## src/rtl/point_in_polygon_crossing_core_assert.svh

```systemverilog
// ----------------------------------------------------------------------------
// Assertion macros for the point-in-polygon crossing core
// Clocked implication checks with reset disable.
// ----------------------------------------------------------------------------
`ifndef POINT_IN_POLYGON_CROSSING_CORE_ASSERT_SVH
`define POINT_IN_POLYGON_CROSSING_CORE_ASSERT_SVH

// antecedent implies consequent in the same cycle
`define PIP_ASSERT_NOW(label, clk, rst_n, ante, cons) \
    label: assert property (@(posedge clk) disable iff (!rst_n) (ante) |-> (cons)) \
        else $error("pip: same-cycle check failed");

// antecedent implies consequent in the following cycle
`define PIP_ASSERT_NEXT(label, clk, rst_n, ante, cons) \
    label: assert property (@(posedge clk) disable iff (!rst_n) (ante) |=> (cons)) \
        else $error("pip: next-cycle check failed");

`endif

```

## src/rtl/pip_pkg.sv

```systemverilog
// ----------------------------------------------------------------------------
// pip_pkg
// Shared widths, register indexes, request and response types of the crossing core.
// ----------------------------------------------------------------------------
package pip_pkg;

    localparam int COORD_W    = 32;
    localparam int COUNT_W    = 13;
    localparam int CFG_ADDR_W = 1;
    localparam int CFG_DATA_W = 32;
    localparam int MD_CNT_W   = $clog2(COORD_W);

    localparam logic [CFG_ADDR_W-1:0] CFG_QUERY_X = 1'd0;
    localparam logic [CFG_ADDR_W-1:0] CFG_QUERY_Y = 1'd1;

    typedef struct packed {
        logic signed [COORD_W-1:0] vertex_x;
        logic signed [COORD_W-1:0] vertex_y;
        logic                      last_vertex;
    } t_pip_in_req;

    typedef struct packed {
        logic               inside_res;
        logic [COUNT_W-1:0] crossing_count;
    } t_pip_out_req;

    typedef struct packed {
        logic               go;
        logic [COORD_W-1:0] ax;
        logic [COORD_W-1:0] ay;
        logic [COORD_W-1:0] bx;
        logic [COORD_W-1:0] by;
    } t_edge_req;

    typedef struct packed {
        logic done;
        logic hit;
    } t_edge_rsp;

endpackage

```

## src/rtl/point_in_polygon_crossing_core.sv

```systemverilog
// Rate: one vertex request at a time; the input stalls while its edges run.
// An edge that misses the query row, or is flat, ends in E_SPAN; one that spans it
// also runs the bit-serial unit (32 multiply steps then 32 divide steps) and E_FIN.
// A vertex that opens a polygon needs no edge test; any other waits for its edge.
// After the last vertex the closing edge runs; S_OUT then waits for a free output.
// Reset (synchronous, active low) clears the query registers, polygon state and count.
// ----------------------------------------------------------------------------
// point_in_polygon_crossing_core
// Even-odd ray casting over a stream of vertices; emits count and parity.
// ----------------------------------------------------------------------------
`include "point_in_polygon_crossing_core_assert.svh"

module point_in_polygon_crossing_core (
    input  logic                           i_clk,
    input  logic                           i_rst_n,
    input  logic                           i_cfg_we,
    input  logic [pip_pkg::CFG_ADDR_W-1:0] i_cfg_addr,
    input  logic [pip_pkg::CFG_DATA_W-1:0] i_cfg_data,
    input  logic                           i_in_valid,
    output logic                           o_in_stall,
    input  pip_pkg::t_pip_in_req           i_in_data,
    output logic                           o_out_valid,
    input  logic                           i_out_stall,
    output pip_pkg::t_pip_out_req          o_out_data
);

    localparam int W = pip_pkg::COORD_W;

    localparam logic [1:0] S_IDLE = 2'd0;
    localparam logic [1:0] S_E1   = 2'd1;
    localparam logic [1:0] S_E2   = 2'd2;
    localparam logic [1:0] S_OUT  = 2'd3;

    logic [1:0]                  r_state;
    logic                        r_have_prev;
    logic                        r_edge_go;
    logic                        r_out_valid;
    logic [pip_pkg::COUNT_W-1:0] r_count;
    logic [W-1:0]                r_qx;
    logic [W-1:0]                r_qy;
    logic [W-1:0]                r_first_x;
    logic [W-1:0]                r_first_y;
    logic [W-1:0]                r_prev_x;
    logic [W-1:0]                r_prev_y;
    logic [W-1:0]                r_vx;
    logic [W-1:0]                r_vy;
    logic                        r_last;
    pip_pkg::t_pip_out_req       r_out;

    logic                        w_in_acc;
    logic                        w_out_free;
    pip_pkg::t_edge_req          w_edge_req;
    pip_pkg::t_edge_rsp          w_edge_rsp;

    assign w_in_acc   = i_in_valid && !o_in_stall;
    assign w_out_free = !r_out_valid || !i_out_stall;
    assign o_in_stall = (r_state != S_IDLE);

    assign w_edge_req.go = r_edge_go;
    assign w_edge_req.ax = (r_state == S_E1) ? r_prev_x : r_first_x;
    assign w_edge_req.ay = (r_state == S_E1) ? r_prev_y : r_first_y;
    assign w_edge_req.bx = r_vx;
    assign w_edge_req.by = r_vy;

    pip_edge u_edge (
        .i_clk   (i_clk),
        .i_rst_n (i_rst_n),
        .i_req   (w_edge_req),
        .i_qx    (r_qx),
        .i_qy    (r_qy),
        .o_rsp   (w_edge_rsp)
    );

    always_ff @(posedge i_clk) begin
        if (!i_rst_n) begin
            r_qx <= '0;
            r_qy <= '0;
        end else if (i_cfg_we) begin
            unique case (i_cfg_addr)
                pip_pkg::CFG_QUERY_X: r_qx <= i_cfg_data;
                pip_pkg::CFG_QUERY_Y: r_qy <= i_cfg_data;
                default: ;
            endcase
        end
    end

    always_ff @(posedge i_clk) begin
        if (!i_rst_n) begin
            r_state     <= S_IDLE;
            r_have_prev <= 1'b0;
            r_edge_go   <= 1'b0;
            r_out_valid <= 1'b0;
            r_count     <= '0;
            r_first_x   <= '0;
            r_first_y   <= '0;
            r_prev_x    <= '0;
            r_prev_y    <= '0;
        end else begin
            r_edge_go <= ((r_state == S_IDLE) && w_in_acc
                          && (r_have_prev || i_in_data.last_vertex))
                         || ((r_state == S_E1) && w_edge_rsp.done && r_last);
            if (r_state == S_OUT && w_out_free) begin
                r_out_valid <= 1'b1;
            end else if (!i_out_stall) begin
                r_out_valid <= 1'b0;
            end
            unique case (r_state)
                S_IDLE: begin
                    if (w_in_acc) begin
                        if (r_have_prev) begin
                            r_state <= S_E1;
                        end else begin
                            r_first_x   <= i_in_data.vertex_x;
                            r_first_y   <= i_in_data.vertex_y;
                            r_prev_x    <= i_in_data.vertex_x;
                            r_prev_y    <= i_in_data.vertex_y;
                            r_count     <= '0;
                            r_have_prev <= 1'b1;
                            if (i_in_data.last_vertex) begin
                                r_state <= S_E2;
                            end
                        end
                    end
                end
                S_E1: begin
                    if (w_edge_rsp.done) begin
                        r_count  <= r_count + {{(pip_pkg::COUNT_W-1){1'b0}}, w_edge_rsp.hit};
                        r_prev_x <= r_vx;
                        r_prev_y <= r_vy;
                        if (r_last) begin
                            r_state <= S_E2;
                        end else begin
                            r_state <= S_IDLE;
                        end
                    end
                end
                S_E2: begin
                    if (w_edge_rsp.done) begin
                        r_count <= r_count + {{(pip_pkg::COUNT_W-1){1'b0}}, w_edge_rsp.hit};
                        r_state <= S_OUT;
                    end
                end
                S_OUT: begin
                    if (w_out_free) begin
                        r_have_prev <= 1'b0;
                        r_state     <= S_IDLE;
                    end
                end
                default: begin
                    r_state <= S_IDLE;
                end
            endcase
        end
    end

    always_ff @(posedge i_clk) begin
        if (w_in_acc) begin
            r_vx   <= i_in_data.vertex_x;
            r_vy   <= i_in_data.vertex_y;
            r_last <= i_in_data.last_vertex;
        end
        if (r_state == S_OUT && w_out_free) begin
            r_out.inside_res     <= r_count[0];
            r_out.crossing_count <= r_count;
        end
    end

    assign o_out_valid = r_out_valid;
    assign o_out_data  = r_out;

    `PIP_ASSERT_NEXT(a_emit_closes_polygon, i_clk, i_rst_n, (r_state == S_OUT) && w_out_free, o_out_valid && (r_state == S_IDLE) && !r_have_prev)
    `PIP_ASSERT_NOW(a_edge_rsp_when_waiting, i_clk, i_rst_n, w_edge_rsp.done, (r_state == S_E1) || (r_state == S_E2))
    `PIP_ASSERT_NEXT(a_first_vertex_opens, i_clk, i_rst_n, w_in_acc && !r_have_prev, r_have_prev && (r_count == '0))

endmodule

```

## src/rtl/pip_muldiv.sv

```systemverilog
// ----------------------------------------------------------------------------
// pip_muldiv
// Bit-serial shift-add multiply then restoring divide: quot = up * adx / dy.
// ----------------------------------------------------------------------------
module pip_muldiv (
    input  logic                          i_clk,
    input  logic                          i_rst_n,
    input  logic                          i_go,
    input  logic [pip_pkg::COORD_W-1:0]   i_up,
    input  logic [pip_pkg::COORD_W-1:0]   i_adx,
    input  logic [pip_pkg::COORD_W-1:0]   i_dy,
    output logic                          o_done,
    output logic [pip_pkg::COORD_W-1:0]   o_quot
);

    localparam int W = pip_pkg::COORD_W;
    localparam logic [pip_pkg::MD_CNT_W-1:0] LAST_STEP = pip_pkg::MD_CNT_W'(W - 1);

    logic                         r_busy;
    logic                         r_div;
    logic                         r_done;
    logic [pip_pkg::MD_CNT_W-1:0] r_cnt;
    logic [W-1:0]                 r_hi;
    logic [W-1:0]                 r_lo;
    logic [W-1:0]                 r_adx;
    logic [W-1:0]                 r_dy;

    logic [W:0]   w_sum;
    logic [W:0]   w_rem;
    logic [W+1:0] w_diff;
    logic         w_ge;

    assign w_sum  = {1'b0, r_hi} + (r_lo[0] ? {1'b0, r_adx} : '0);
    assign w_rem  = {r_hi, r_lo[W-1]};
    assign w_diff = {1'b0, w_rem} - {2'b00, r_dy};
    assign w_ge   = ~w_diff[W+1];

    always_ff @(posedge i_clk) begin
        if (!i_rst_n) begin
            r_busy <= 1'b0;
            r_div  <= 1'b0;
            r_done <= 1'b0;
            r_cnt  <= '0;
        end else begin
            r_done <= !i_go && r_busy && r_div && (r_cnt == LAST_STEP);
            if (i_go) begin
                r_busy <= 1'b1;
                r_div  <= 1'b0;
                r_cnt  <= '0;
            end else if (r_busy) begin
                // counter wraps to zero after the last step of each pass
                r_cnt <= r_cnt + 1'b1;
                if (r_cnt == LAST_STEP) begin
                    if (r_div) begin
                        r_busy <= 1'b0;
                    end else begin
                        r_div <= 1'b1;
                    end
                end
            end
        end
    end

    always_ff @(posedge i_clk) begin
        if (i_go) begin
            r_hi  <= '0;
            r_lo  <= i_up;
            r_adx <= i_adx;
            r_dy  <= i_dy;
        end else if (r_busy) begin
            if (r_div) begin
                r_hi <= w_ge ? w_diff[W-1:0] : w_rem[W-1:0];
                r_lo <= {r_lo[W-2:0], w_ge};
            end else begin
                r_hi <= w_sum[W:1];
                r_lo <= {w_sum[0], r_lo[W-1:1]};
            end
        end
    end

    assign o_done = r_done;
    assign o_quot = r_lo;

endmodule

```

## src/rtl/pip_edge.sv

```systemverilog
// ----------------------------------------------------------------------------
// pip_edge
// Tests one polygon edge against the leftward ray from the query point.
// ----------------------------------------------------------------------------
module pip_edge (
    input  logic                        i_clk,
    input  logic                        i_rst_n,
    input  pip_pkg::t_edge_req          i_req,
    input  logic [pip_pkg::COORD_W-1:0] i_qx,
    input  logic [pip_pkg::COORD_W-1:0] i_qy,
    output pip_pkg::t_edge_rsp          o_rsp
);

    localparam int W = pip_pkg::COORD_W;

    localparam logic [2:0] E_IDLE = 3'd0;
    localparam logic [2:0] E_ROW  = 3'd1;
    localparam logic [2:0] E_SPAN = 3'd2;
    localparam logic [2:0] E_RUN  = 3'd3;
    localparam logic [2:0] E_FIN  = 3'd4;

    logic [2:0]   r_state;
    logic         r_done;
    logic         r_cross;
    logic         r_neg;
    logic [W-1:0] r_lo_x;
    logic [W-1:0] r_lo_y;
    logic [W-1:0] r_hi_x;
    logic [W-1:0] r_hi_y;
    logic [W:0]   r_row;
    logic [W-1:0] r_q;

    logic         w_swap;
    logic         w_on_row;
    logic [W:0]   w_lo_y;
    logic [W:0]   w_hi_y;
    logic         w_skip;
    logic         w_flat;
    logic [W:0]   w_up;
    logic [W:0]   w_dx;
    logic [W:0]   w_ndx;
    logic [W-1:0] w_adx;
    logic [W-1:0] w_dy;
    logic         w_md_go;
    logic         w_md_done;
    logic [W-1:0] w_md_quot;
    logic [W+1:0] w_ix;
    logic [W+1:0] w_qx;

    assign w_swap   = $signed(i_req.ay) > $signed(i_req.by);
    assign w_on_row = (r_hi_y == i_qy) || (r_lo_y == i_qy);
    assign w_lo_y   = {r_lo_y[W-1], r_lo_y};
    assign w_hi_y   = {r_hi_y[W-1], r_hi_y};
    assign w_skip   = ($signed(w_lo_y) > $signed(r_row)) || ($signed(w_hi_y) < $signed(r_row));
    assign w_flat   = (r_lo_y == r_hi_y);
    assign w_up     = w_hi_y - r_row;
    assign w_dy     = r_hi_y - r_lo_y;
    assign w_dx     = {r_hi_x[W-1], r_hi_x} - {r_lo_x[W-1], r_lo_x};
    assign w_ndx    = -w_dx;
    assign w_adx    = w_dx[W] ? w_ndx[W-1:0] : w_dx[W-1:0];
    assign w_md_go  = (r_state == E_SPAN) && !w_skip && !w_flat;
    assign w_qx     = {{2{i_qx[W-1]}}, i_qx};
    assign w_ix     = {{2{r_hi_x[W-1]}}, r_hi_x} + (r_neg ? {2'b00, r_q} : -{2'b00, r_q});

    pip_muldiv u_muldiv (
        .i_clk   (i_clk),
        .i_rst_n (i_rst_n),
        .i_go    (w_md_go),
        .i_up    (w_up[W-1:0]),
        .i_adx   (w_adx),
        .i_dy    (w_dy),
        .o_done  (w_md_done),
        .o_quot  (w_md_quot)
    );

    always_ff @(posedge i_clk) begin
        if (!i_rst_n) begin
            r_state <= E_IDLE;
            r_done  <= 1'b0;
        end else begin
            r_done <= ((r_state == E_SPAN) && (w_skip || w_flat)) || (r_state == E_FIN);
            unique case (r_state)
                E_IDLE: begin
                    if (i_req.go) begin
                        r_state <= E_ROW;
                    end
                end
                E_ROW: begin
                    r_state <= E_SPAN;
                end
                E_SPAN: begin
                    if (w_skip || w_flat) begin
                        r_state <= E_IDLE;
                    end else begin
                        r_state <= E_RUN;
                    end
                end
                E_RUN: begin
                    if (w_md_done) begin
                        r_state <= E_FIN;
                    end
                end
                E_FIN: begin
                    r_state <= E_IDLE;
                end
                default: begin
                    r_state <= E_IDLE;
                end
            endcase
        end
    end

    always_ff @(posedge i_clk) begin
        if (r_state == E_IDLE && i_req.go) begin
            r_lo_x <= w_swap ? i_req.bx : i_req.ax;
            r_lo_y <= w_swap ? i_req.by : i_req.ay;
            r_hi_x <= w_swap ? i_req.ax : i_req.bx;
            r_hi_y <= w_swap ? i_req.ay : i_req.by;
        end
        if (r_state == E_ROW) begin
            r_row <= {i_qy[W-1], i_qy} - {{W{1'b0}}, w_on_row};
        end
        if (r_state == E_SPAN) begin
            r_neg   <= w_dx[W];
            r_cross <= !w_skip && ($signed(r_hi_x) < $signed(i_qx));
        end
        if (r_state == E_RUN && w_md_done) begin
            r_q <= w_md_quot;
        end
        if (r_state == E_FIN) begin
            r_cross <= $signed(w_ix) < $signed(w_qx);
        end
    end

    assign o_rsp.done = r_done;
    assign o_rsp.hit  = r_cross;

endmodule
```

## config.mk

```make
export PLATFORM = sky130hd
export DESIGN_NAME = point_in_polygon_crossing_core
export DESIGN_NICKNAME = d
export VERILOG_FILES = /design/src/rtl/pip_pkg.sv /design/src/rtl/point_in_polygon_crossing_core.sv /design/src/rtl/pip_muldiv.sv /design/src/rtl/pip_edge.sv
export VERILOG_INCLUDE_DIRS = /design/src /design/src/rtl
export SDC_FILE = /design/constraint.sdc
export NUM_CORES = 2
export LEC_CHECK = 0
export BUFFER_PORTS_ARGS = -buffer_cell sky130_fd_sc_hd__clkbuf_2
export CAP_MARGIN = 20
export CORE_MARGIN = 4
export CORE_UTILIZATION = 40
export DETAILED_ROUTE_END_ITERATION = 10
export PLACE_DENSITY = 0.62
export SYNTH_ARGS = -nofsm -noshare
export SYNTH_HDL_FRONTEND = slang
export SYNTH_HIERARCHICAL = 1
export SYNTH_SLANG_ARGS = --single-unit
```

## constraint.sdc

```tcl
create_clock -name i_clk -period 11.17 [get_ports i_clk]
set_input_delay 0 -clock i_clk [delete_from_list [all_inputs] [get_ports i_clk]]
set_output_delay 0 -clock i_clk [all_outputs]
set_load 0.02 [all_outputs]
```

==> out/metrics.yaml <==
synthCells: 4281
endpoint_kind: "flip-flop"
initial_utilization_pct: 40.6
syn_area_mm2: 0.0408
rows: 116
setup_slack_ns: 4.91
fin_skew_ns: 0.0626
max_slew_margin_pct: 24.7
via_per_inst: 5.53
layout_common_cells: "nand2_1 (454), a21oi_1 (382), edfxtp_1 (369)"
slew_viol_final: 0
rsz0062_at_grt: "false"
dp_hpwl_mm: 89.3
yosysTopAreaCell: "edfxtp_1"
hold-worst-slack_ns: 0.0791
p_seq_share_pct: 33.5
final_common_cell: "nand2_1"
die_h_um: 327
vdd_drop_max_uv: 207
layout_min_cycle_time_ns: 6.26
p_leak_nw: 18.9
path_clk_slew_ns: 0.06
synth_edf_count: 369
first_pass_iters: 5
vias: 32300
dp_slack_ns: 4.99
syn_to_final_growth_pct: 13.1
ys.flop_type: "edfxtp_1"
path_class: "flip-flop to flip-flop"
cp_data_arrival_time_ns: 6.73
cts_buffers: 73
switchingPower_w: 0.00394
cp.required_ns: 11.64
fin_cells: 5842
hold_path_class: "input port to flip-flop"
combPwrFrac_pct: 43.1
root_buffer: "clkbuf_16"
cp.buffers_inverters: 1
sw_frac_of_total_pct: 39.0
drive_gt1_share_pct: 11.6
syn_avg_cell_area_um2: 9.53
finalSetupViolations: 0
grt_overflow: 0
path_max_fanout: 9
die_width_um: 327
place_inst: 5594
final.setup.tns_ns: 0
synth_seq_cells: 623
status: "finished, final reports clean"
drcViolationCount: 0
cts_sinks: 623
startpoint_type: "flip-flop"
max_stage_delay_ns: 0.63
slowest_stage: "o41ai_1"
yosysWarnings: 6
die-area_mm2: 0.107
synthesis.nets: 4732
power_density_mw_per_mm2: 219
synth_top_area_share_pct: 27.2
async_flop_share_pct: 0
cts_setup_buffers: 0
grt_pass1_vias: 30900
insertion_delay_ns: 0.67
regArea_mm2: 0.0162
tritoncts: "yes"
fmax_ghz: 0.160
hold_viol_final: 0
drtAntennaViolNets: 0
drt_iter0_drc: 2668
p_int_w: 0.00618
multi_input_area_mm2: 0.0229
antenna_found_initial: 2
ys_seq_area_share_pct: 39.6
io_pins: 119
fill_cells: 9557
wire_per_inst_um: 20.3
p_total_w: 0.0101
tightest_slew_ns: 1.13
fin_nets: 4873
cpMostUsedCell: "a21oi_1"
totalWireLength_mm: 119
gp_routability_congestion: 0.983
post_cts_resized: 0
grt_use_total_pct: 21.6
coreArea_mm2: 0.101
drv_cap: 0
synth_cell_types: 100
ys_top_cells_by_area: "edfxtp_1 (27%), dfxtp_1 (12%), ha_1 (10%), mux2_2 (5.5%), a21oi_1 (4.7%)"
grt_pass1_wl_mm: 181
port-buffer-count: 118
p_clk_share_pct: 23.4
critPathTopFamily: "compound AO/OA/AOI/OAI gates"
period_share_pct: 56.0
htreeDepth: 3
grt_max_degree: 101
clockBufferDepth: 3
metal layers:
metal	up-vias	track usage [%]	share of wire [%]
met1	15500	30.6	46
li1	15700	-	-
met5	-	0.0453	0
met2	929	33.5	44
met4	0	6.37	2.9
met3	181	4.16	7.0
Yosys cell counts, types with 13 or more instances:
cell type,n
buf_1,26
a31oi_1,26
o22ai_1,14
and3_1,25
buf_2,29
a21o_1,145
o211ai_1,21
mux2_2,199
nor4_1,40
o21a_1,25
a21oi_1,383
nor2_1,290
o21bai_1,28
clkbuf_1,127
edfxtp_1,369
xnor2_1,134
nand2_1,454
nand3_1,67
nand2b_1,44
xor2_1,184
nand4_1,57
o21ai_1,13
nor2b_1,45
ha_1,342
o21ai_0,144
a211oi_1,92
dfxtp_1,254
nor3_1,53
and2_1,43
mux2i_1,113
inv_1,269
stage by stage:
| stage | utilization (%) | instance area [um2] |
|---|---|---|
| after floorplan | - | 40800 |
| after global placement | 42.3 | 42600 |
| after detailed placement | 42.3 | 42600 |
| after CTS | 45.8 | 46100 |
| after global routing | 45.9 | 46100 |
| final | 45.9 | 46100 |
flip-flops by register name, summed over array words and instances (netlist names), 32 cells and up:
name	flops
u_edge/r_row	33
r_first_x	32
r_first_y	32
r_prev_x	32
r_prev_y	32
r_qx	32
r_qy	32
r_vx	32
r_vy	32
u_edge/r_hi_x	32
u_edge/r_hi_y	32
u_edge/r_lo_x	32
u_edge/r_lo_y	32
u_edge/r_q	32
u_edge/u_muldiv/o_quot	32
u_edge/u_muldiv/r_adx	32
u_edge/u_muldiv/r_dy	32
u_edge/u_muldiv/r_hi	32
final cells by class:
cell class,count,area share [%]
clock inverters,34,0.843
well taps,1357,3.68
clock buffers,101,4.38
diodes,3,0.0163
repair buffers,251,4.12
multi-input cells,3202,49.7
inverters,271,2.22
flip-flops and latches,623,35.0
what timing repair did:
action                                  CTS  global route
hold buffers                            106             0
endpoints found under the setup margin    0             0
hold endpoints to repair                275             0
logic make-up (layout without fill, tap and decap cells):
family,Yosys count,count (layout),share of synthesized area (%)
simple gates,1196,1196,13.8
compound gates,1024,1024,16.2
flops,623,623,39.6
buf+inv,456,657,4.31
fa+ha+maj,348,348,10.8
xor+xnor,321,321,6.95
mux,313,313,8.32
other cells,0,3,0
power groups by stage:
stage	registers (W)	clock network, W	logic [W]
floorplan	0.00324	0	0.00335
global placement	0.00343	0	0.00421
detailed placement	0.00343	0	0.00427
CTS	0.00339	0.00243	0.00433
global route	0.00342	0.00252	0.00481
finish	0.00339	0.00237	0.00436
path summary, 6_finish.rpt:
path / start / end / slack [ns] / depth (start not counted)
worst max register to register: u_edge/r_q[3]$_DFFE_PP_ / u_edge/r_cross$_DFFE_PP_ / 4.91 / 27
worst min register to register: r_first_x[16]$_SDFFE_PN0P_ / r_first_x[16]$_SDFFE_PN0P_ / 0.45 / 2
worst max-delay path: u_edge/r_q[3]$_DFFE_PP_ / u_edge/r_cross$_DFFE_PP_ / 4.91 / 27
worst min-delay path: i_in_data[53] / r_vx[20]$_DFFE_PP_ / 0.08 / 2
Note: power is estimated with default switching activity, not from simulation.
